### src/hw/rtl/twa_pkg.sv
package twa_pkg;

    // per-sensor alarm state
    typedef enum logic [1:0] {
        ST_NORMAL = 2'd0,
        ST_ABOVE  = 2'd1,
        ST_BELOW  = 2'd2
    } t_alarm_state;

    // event reported with each result
    typedef enum logic [1:0] {
        EV_NONE   = 2'd0,
        EV_ABOVE  = 2'd1,
        EV_BELOW  = 2'd2,
        EV_NORMAL = 2'd3
    } t_alarm_event;

    // configuration register indexes
    typedef enum logic [1:0] {
        CFG_MIN_TEMPS       = 2'd0,
        CFG_MAX_TEMPS       = 2'd1,
        CFG_SENSOR_SETTINGS = 2'd2,
        CFG_SENSOR_COUNT    = 2'd3
    } t_cfg_index;

    // accepted sensor family codes
    localparam logic [7:0] FAM_DS18B20 = 8'h28;
    localparam logic [7:0] FAM_DS1822  = 8'h22;
    localparam logic [7:0] FAM_DS18S20 = 8'h10;

    // bits of a settings byte
    localparam int SET_DRIVE_BIT  = 0;
    localparam int SET_INVERT_BIT = 1;
    localparam int SET_SMS_BIT    = 2;
    localparam int SET_OUT_LSB    = 3;

    localparam logic [63:0] MIN_TEMPS_RST = 64'd236;
    localparam logic [63:0] MAX_TEMPS_RST = 64'd25;

    typedef struct packed {
        t_alarm_event alarm_event;
        logic [4:0]   drive_mask;
        logic         drive_level;
        logic         sms_request;
        t_alarm_state alarm_now;
    } t_result;

endpackage

### src/hw/rtl/temperature_window_alarm.sv
// channel  dir  handshake                   payload
// -------  ---  --------------------------  --------------------------------------------------
// reading  in   i_in_valid / o_in_stall     sensor index, family code, temperature, read error
// result   out  o_out_valid / i_out_stall   event, drive mask, drive level, sms request, state
// config   in   i_cfg_we                    i_cfg_index, i_cfg_data
//
// one transfer per cycle on each channel while it is not stalled; a reading is held in the input
// register until its result is loaded into the result register, from which the result transfers
// the state table is written at the edge that loads the result, so back-to-back readings
// of one sensor see each other's state
// synchronous active-low reset: all sensors normal, limits and settings to defaults
// a stalled result holds its register; after one more reading o_in_stall stays high
module temperature_window_alarm
    import twa_pkg::*;
#(
    parameter int MAX_SENSORS = 8
) (
    input  logic               i_clk,
    input  logic               i_rst_n,

    input  logic               i_in_valid,
    output logic               o_in_stall,
    input  logic [2:0]         i_sensor_index,
    input  logic [7:0]         i_family_code,
    input  logic signed [15:0] i_temperature,
    input  logic               i_read_error,

    output logic               o_out_valid,
    input  logic               i_out_stall,
    output logic [1:0]         o_alarm_event,
    output logic [4:0]         o_drive_mask,
    output logic               o_drive_level,
    output logic               o_sms_request,
    output logic [1:0]         o_alarm_now,

    input  logic               i_cfg_we,
    input  logic [1:0]         i_cfg_index,
    input  logic [63:0]        i_cfg_data
);

    localparam int IDX_W = (MAX_SENSORS > 1) ? $clog2(MAX_SENSORS) : 1;

    // configuration registers
    logic [63:0] r_min_temps;
    logic [63:0] r_max_temps;
    logic [63:0] r_settings;
    logic [3:0]  r_sensor_count;

    // input register
    logic               r_in_valid;
    logic [2:0]         r_in_idx;
    logic [7:0]         r_in_family;
    logic signed [15:0] r_in_temp;
    logic               r_in_err;

    // result register
    logic    r_out_valid;
    t_result r_out;

    // alarm state table
    t_alarm_state r_alarm [MAX_SENSORS];

    logic       out_ready;
    logic       take;
    logic       idx_ok;
    logic [5:0] byte_lsb;
    t_result    n_out;

    assign out_ready = !r_out_valid || !i_out_stall;
    assign take      = r_in_valid && out_ready;
    assign idx_ok    = {1'b0, r_in_idx} < 4'(MAX_SENSORS);
    assign byte_lsb  = {r_in_idx, 3'b000};

    assign o_in_stall = r_in_valid && !out_ready;

    // configuration writes
    always_ff @(posedge i_clk) begin
        if (!i_rst_n) begin
            r_min_temps    <= MIN_TEMPS_RST;
            r_max_temps    <= MAX_TEMPS_RST;
            r_settings     <= '0;
            r_sensor_count <= '0;
        end else if (i_cfg_we) begin
            unique case (t_cfg_index'(i_cfg_index))
                CFG_MIN_TEMPS:       r_min_temps    <= i_cfg_data;
                CFG_MAX_TEMPS:       r_max_temps    <= i_cfg_data;
                CFG_SENSOR_SETTINGS: r_settings     <= i_cfg_data;
                CFG_SENSOR_COUNT:    r_sensor_count <= i_cfg_data[3:0];
                default:             ;
            endcase
        end
    end

    // input register: loads whenever it is empty or draining this cycle
    always_ff @(posedge i_clk) begin
        if (!i_rst_n) begin
            r_in_valid <= 1'b0;
        end else if (!o_in_stall) begin
            r_in_valid <= i_in_valid;
        end
    end

    always_ff @(posedge i_clk) begin
        if (!o_in_stall && i_in_valid) begin
            r_in_idx    <= i_sensor_index;
            r_in_family <= i_family_code;
            r_in_temp   <= i_temperature;
            r_in_err    <= i_read_error;
        end
    end

    // window compare and state step
    twa_eval u_eval (
        .i_idx_ok      (idx_ok),
        .i_count_nz    (r_sensor_count != 4'd0),
        .i_family_code (r_in_family),
        .i_read_error  (r_in_err),
        .i_temperature (r_in_temp),
        .i_min_temp    (r_min_temps[byte_lsb +: 8]),
        .i_max_temp    (r_max_temps[byte_lsb +: 8]),
        .i_settings    (r_settings[byte_lsb +: 8]),
        .i_state       (r_alarm[r_in_idx[IDX_W-1:0]]),
        .o_result      (n_out)
    );

    // state table written at the same edge as the result register
    always_ff @(posedge i_clk) begin
        if (!i_rst_n) begin
            for (int k = 0; k < MAX_SENSORS; k++) begin
                r_alarm[k] <= ST_NORMAL;
            end
        end else if (take && idx_ok) begin
            r_alarm[r_in_idx[IDX_W-1:0]] <= n_out.alarm_now;
        end
    end

    always_ff @(posedge i_clk) begin
        if (!i_rst_n) begin
            r_out_valid <= 1'b0;
        end else if (out_ready) begin
            r_out_valid <= r_in_valid;
        end
    end

    always_ff @(posedge i_clk) begin
        if (take) begin
            r_out <= n_out;
        end
    end

    assign o_out_valid   = r_out_valid;
    assign o_alarm_event = r_out.alarm_event;
    assign o_drive_mask  = r_out.drive_mask;
    assign o_drive_level = r_out.drive_level;
    assign o_sms_request = r_out.sms_request;
    assign o_alarm_now   = r_out.alarm_now;

    // the stored state of a sensor matches the state reported for its last reading
    a_state_matches_result: assert property (@(posedge i_clk) disable iff (!i_rst_n)
        (take && idx_ok) |=> (r_alarm[$past(r_in_idx[IDX_W-1:0])] == r_out.alarm_now))
        else $error("alarm table disagrees with reported state");

    // a held reading is never dropped while the result side stalls
    a_in_held: assert property (@(posedge i_clk) disable iff (!i_rst_n)
        (r_in_valid && !out_ready) |=> r_in_valid)
        else $error("input register lost a reading under stall");

    // an above event leaves the sensor in the above alarm state
    a_event_state: assert property (@(posedge i_clk) disable iff (!i_rst_n)
        (r_out_valid && (r_out.alarm_event == EV_ABOVE)) |-> (r_out.alarm_now == ST_ABOVE))
        else $error("above event without above state");

    // outputs are only driven as part of an event
    a_mask_needs_event: assert property (@(posedge i_clk) disable iff (!i_rst_n)
        (r_out_valid && (r_out.drive_mask != 5'd0)) |-> (r_out.alarm_event != EV_NONE))
        else $error("drive mask without an event");

endmodule

### src/hw/rtl/twa_eval.sv
module twa_eval
    import twa_pkg::*;
(
    input  logic               i_idx_ok,
    input  logic               i_count_nz,
    input  logic [7:0]         i_family_code,
    input  logic               i_read_error,
    input  logic signed [15:0] i_temperature,
    input  logic [7:0]         i_min_temp,
    input  logic [7:0]         i_max_temp,
    input  logic [7:0]         i_settings,
    input  t_alarm_state       i_state,
    output t_result            o_result
);

    logic               fam_ok;
    logic               active;
    logic signed [15:0] lim_lo;
    logic signed [15:0] lim_hi;
    logic               above;
    logic               below;
    logic               inv;

    assign fam_ok = (i_family_code == FAM_DS18B20) || (i_family_code == FAM_DS1822)
                 || (i_family_code == FAM_DS18S20);
    assign active = i_idx_ok && i_count_nz && fam_ok && !i_read_error;
    assign lim_lo = {{8{i_min_temp[7]}}, i_min_temp};
    assign lim_hi = {{8{i_max_temp[7]}}, i_max_temp};
    assign above  = i_temperature > lim_hi;
    assign below  = i_temperature < lim_lo;
    assign inv    = i_settings[SET_INVERT_BIT];

    always_comb begin
        o_result             = '0;
        o_result.alarm_event = EV_NONE;
        o_result.alarm_now   = i_idx_ok ? i_state : ST_NORMAL;
        if (active) begin
            if (above || below) begin
                if (i_state == ST_NORMAL) begin
                    o_result.alarm_now   = above ? ST_ABOVE : ST_BELOW;
                    o_result.alarm_event = above ? EV_ABOVE : EV_BELOW;
                    o_result.drive_level = !inv;
                end
            end else if (i_state != ST_NORMAL) begin
                o_result.alarm_now   = ST_NORMAL;
                o_result.alarm_event = EV_NORMAL;
                o_result.drive_level = inv;
            end
            if (o_result.alarm_event != EV_NONE) begin
                if (i_settings[SET_DRIVE_BIT]) begin
                    o_result.drive_mask = i_settings[7:SET_OUT_LSB];
                end
                o_result.sms_request = i_settings[SET_SMS_BIT];
            end
            // level only means something when some output is driven
            if (o_result.drive_mask == 5'd0) begin
                o_result.drive_level = 1'b0;
            end
        end
    end

endmodule

### config.mk
export PLATFORM = sky130hd
export DESIGN_NAME = temperature_window_alarm
export DESIGN_NICKNAME = d
export VERILOG_FILES = /design/src/hw/rtl/twa_pkg.sv /design/src/hw/rtl/temperature_window_alarm.sv /design/src/hw/rtl/twa_eval.sv
export SDC_FILE = /design/constraint.sdc
export NUM_CORES = 1
export LEC_CHECK = 0
export ABC_AREA = 1
export ABC_CLOCK_PERIOD_IN_PS = 6750
export BUFFER_PORTS_ARGS = -buffer_cell sky130_fd_sc_hd__buf_2
export CAP_MARGIN = 0
export CORE_ASPECT_RATIO = 0.9
export CORE_MARGIN = 5
export CORE_UTILIZATION = 50
export CTS_CLUSTER_DIAMETER = 60
export DETAILED_ROUTE_END_ITERATION = 10
export PLACE_DENSITY = 0.72
export SKIP_LAST_GASP = 1
export SLEW_MARGIN = 30
export SYNTH_ARGS = -nofsm -noshare
export SYNTH_HDL_FRONTEND = slang
export SYNTH_SLANG_ARGS = --single-unit
### constraint.sdc
create_clock -name i_clk -period 6.75 [get_ports i_clk]
set_input_delay 0 -clock i_clk [delete_from_list [all_inputs] [get_ports i_clk]]
set_output_delay 0 -clock i_clk [all_outputs]
set_load 0.02 [all_outputs]
[Yosys cells after proc, flatten, opt, wreduce, memory -nomap -nowiden]
Memory sizes are Yosys's and may differ from the RTL's. A register that Yosys moved wholly into a read port is not among the register bits.
Cells that the tools add are included.
Widths: inputs -> output; s select.
Cells by class
  $lt $le $gt $ge: 2
  eq/ne operators: 6
  bitwise operators: 1
  multiplexer cells: 23
  reductions and logical operators: 28
  shift operators: 3
Operators with widths (count)
  $shiftx 64x7->8: 3
  $mux 2: 10
  $eq 8x6->1 const B: 2
  $gt 16x8->1: 1
  $lt 16x8->1: 1
  $mux 5: 3
  $reduce_and 2->1: 5
  $eq 8x5->1 const B: 1
  $mux 1: 8
  $logic_not 1->1: 6
  $mux 3: 2
  $logic_and 1x1->1: 5
  $logic_not 5->1: 1
  $eq 2x2->1 const B: 2
  $logic_not 2->1: 2
  $logic_or 1x1->1: 4
  $reduce_bool 2->1: 2
  $reduce_bool 4->1: 1
  $reduce_or 2->1: 2
  $eq 2x1->1 const B: 1
  $not 1->1: 1
Word-level totals
  flip-flop bits (word level): 237
  input bits: 99
  word-level logic and storage cells: 79
  RAM bits: 16
  output and inout port bits: 13
  memories kept: 1
Memory list
  r_alarm: depth 8, bits a word 2, rd ports 1, clocked after Yosys merged registers in 1, write ports 8, line temperature_window_alarm.sv:61  | t_alarm_state r_alarm [MAX_SENSORS];

[Longest topological paths before layout]
  depth after elaboration: 11
  depth in mapped cells: 25

[Hierarchy]
Synthesis repeated with hierarchy kept, for this count alone.
Unflattened totals
  cell total of the unflattened synthesis: 1764
  area total of the unflattened synthesis: 12119.1 um2
By module, submodules not included
  temperature_window_alarm: sequential area each 5675.4 um2, area an instance 11001.8 um2, times used 1, cells an instance 1578
  twa_eval: sequential area each 0.0 um2, area an instance 1117.3 um2, times used 1, cells an instance 186

[Least setup slack after synthesis]
No wires, ideal clock.
  path type: reg2reg
  start: register r_in_idx[2]
  end: memory r_alarm[1][1] (netlist name), data pin
  period minus slack after synthesis: 3.248 ns
  setup slack: 3.502 ns
  data arrival time: 2.994 ns
  required time: 6.496 ns
  stages on the path, launching flop included: 22
  path through: edfxtp_1 > nor2_1 > nand2_1 > inv_1 > clkbuf_1 > buf_2 > a22oi_1 > nand4_1 > inv_1 > ha_1 > nand2_1 > nor2_1 > nand2_1 > o211ai_1 > nand2_1 > a21o_1 > nand3_1 > nand3_2 > nand3_1 > nand2_2 > inv_4 > nor2_2
RTL lines
  start: declaration: line temperature_window_alarm.sv:51  | logic [2:0] r_in_idx;
  start signal: assignment: line temperature_window_alarm.sv:105  | r_in_idx <= i_sensor_index;
  end: declaration: line temperature_window_alarm.sv:61

==> flow_summary.toml <==
[outcome]
status = "finished, final reports clean"

[synth]
async_flop_share_pct = 0
synth_compound_area_share_pct = 19.57
synth_fa_ha_area_share_pct = 3.510
yosys.area.top_type = "dfxtp_1"
netlist_area_sq_um = 11050
postSynthAreaPerCell_sq_um = 8.130
yosys.cell_types.count = 43
muxShareOfSynthArea_pct = 0
synth_top_family_by_area = "compound AO/OA/AOI/OAI gates"
synth-main-ff-cell = "dfxtp_1"
synthXorXnorAreaFrac_pct = 0.07927
syn-num-nets = 1489
yosys_warnings = 0
ys_ff_latch = 256
ys_top_cells_by_area = "dfxtp_1 36%, edfxtp_1 15%, nor2_1 9.9%, o21ai_0 9.3%, nand2_1 4.4%"
synth_top_cell_area_share_pct = 36.42
synthesis.instances = 1359
yosysSeqAreaShare_pct = 51.36
yosys.area_share.simple_pct = 18.25
synth_edf_count = 55

[timing]
rsz0062_at_grt = "no"
hold_viol = 0
timing.final.max_slew_violations = 0
slew_headroom_pct = 39.10
fin_crit_sh_pct = 61.19
tns_ps = 0
setup_viol = 0
skew_ps = 31.91
whs_ps = 47.40
layout_min_cycle_time_ps = 4130
fmax_ghz = 0.2421
worst_pin_slew_ps = 913.5

[global_route]
use_met1_pct = 33.67
use_met3_pct = 4.462
grt_use_total_pct = 25.11
grt_pass1_vias = 9566
grt-busiest-layer = "met2"
grt_max_degree = 110
antenna_found_initial = 2
grtUsageMet2_pct = 41.48
overflow = 0
grt_pass1_wl_um = 50980

[finish]
layout_common_cells = "290 x nor2_1, 206 x o21ai_0, 201 x dfxtp_1, 130 x nand2_1, 114 x inv_1"
final_cells = 1834
final_area_sq_um = 13630
drive_gt1_share_pct = 13.55
diodes = 0
flow.area_growth_from_synthesis_pct = 23.37
multi_input_area_sq_um = 4586
layout_commonest_cell = "nor2_1"
regArea_sq_um = 5675
fill_cells = 1880
layout.nets = 1654

[routing]
wl_per_cell_um = 17.65
drc = 0
ant_nets = 0
viasPerCell = 5.462
drt_pass1_iterations = 6
first_iter_violations = 1059
totalWireLength_um = 32370
via_count = 10020

[die]
die_w_um = 166.7
num_rows = 51
core-area_sq_um = 21700
initial_utilization_pct = 50.93
io_pins = 112
dieArea_sq_um = 25180
die_height_um = 151.0

[place]
hpwl_um = 21240
gp_congestion = 0.9068
port_buffers = 111
dpl_cell_area_sq_um = 11720
dp.cells = 1689

[cts]
cts_buffers = 26
cts_num_sinks = 256
cts_htree_levels = 1
clock_path_buffers = 3
cts_tree = "done"
postCtsSetupBuffers = 0
clkLatencyLatePin_ps = 550
cts-root-buf = "clkbuf_16"
cts_resized = 0
cts_hold_buffers = 98
cts.clk_slew.worst_paths_ps = 60

[power_and_ir_drop]
peakVddDrop_uv = 192.0
power.density_nw_per_um2 = 266.9
leakage_nw = 5.661
finalPower_mw = 3.638

[worst_setup_path]
reg2reg_slack_ps = 2620
critPathRequiredTime_ps = 7020
arrival_ps = 4400
crit_type = "register to register"
setup.worst_path.start_class = "register"
endpoint_kind = "register"
crit_fanout = 21

[min_path]
hp-class = "input pin to register"

[flow_run]
drv_cap = 0
==> cells by family (layout without fill, tap and decap cells) <==
family	count (synthesis)	count (layout)
XOR/XNOR	1	1
adder cells (fa/ha/maj)	31	31
buffers and inverters	204	388
flip-flops	256	256
AO/OA/AOI/OAI	379	379
AND/OR/NAND/NOR	488	488
==> area by class of cell <==
| cell class | instances | share of cell area, % |
|---|---|---|
| inverter | 124 | 3.506 |
| clock inverter | 12 | 0.9637 |
| tap | 291 | 2.671 |
| clock buffer | 35 | 5.856 |
| multi-input combinational | 899 | 33.64 |
| timing repair buffer | 217 | 11.73 |
| sequential | 256 | 41.63 |
==> flip-flops by register name, indices dropped and copies added, names as in the netlist, named ones only <==
register / count
r_in_valid: 1
r_sensor_count: 4
o_alarm_event: 2
o_out_valid: 1
r_in_err: 1
r_max_temps: 64
r_in_family: 8
r_in_temp: 16
o_drive_mask: 5
o_sms_request: 1
r_min_temps: 64
r_alarm: 16
r_settings: 64
r_in_idx: 3
o_alarm_now: 2
o_drive_level: 1
==> worst max-delay path: stages (launching register included) <==
cell and delay, ps:
edfxtp_1 560, inv_8 140, nand2_1 160, inv_1 700, nand2_1 170, o21ai_0 160, a221oi_1 80, nand2_1 160
inv_1 170, ha_1 330, a21oi_1 140, nor2_1 50, a211oi_1 170, o221a_2 230, nand2_2 70, nand2_2 70
nand3_2 120, nor2_2 140, inv_2 60, nand2_4 110, nor2_1 70
==> synthesized netlist by cell type, types with 6 or more instances <==
master	count
a21oi_1	84
a221oi_1	24
a22oi_1	19
buf_2	10
clkbuf_1	67
dfxtp_1	201
edfxtp_1	55
ha_1	31
inv_1	116
nand2_1	130
nand2_2	6
nand3_1	18
nand4_1	19
nor2_1	292
nor2_2	10
o21ai_0	206
o22ai_1	20
==> path summary, 6_finish.rpt <==
check        cells after the start         startpoint           endpoint
min                              2            i_rst_n     r_max_temps[0]
max reg2reg                     20        r_in_idx[0]      r_alarm[2][0]
max                             20        r_in_idx[0]      r_alarm[2][0]
min reg2reg                      2  r_sensor_count[3]  r_sensor_count[3]
==> report_power, final <==
group	switching (mW)	internal [mW]	total, mW
clock	0.620	0.909	1.53
combinational	0.262	0.161	0.423
sequential	0.0424	1.64	1.69
==> routing by layer <==
metal  wire length [um]  vias to the layer above
li1                   -                     4910
met1              13890                     4608
met2              14830                      409
met3               2470                       87
met4               1150                        4
met5                 26                        -
==> per-stage QoR <==
step / utilization [%] / worst slack [ps]
floorplan: - / 3502
global placement: 54.03 / 2841
detailed placement: 54.03 / 2707
CTS: 62.83 / 2695
global route: 62.83 / 2227
finish: 62.83 / 2620
No activity file was read; power rests on OpenSTA's default activity.
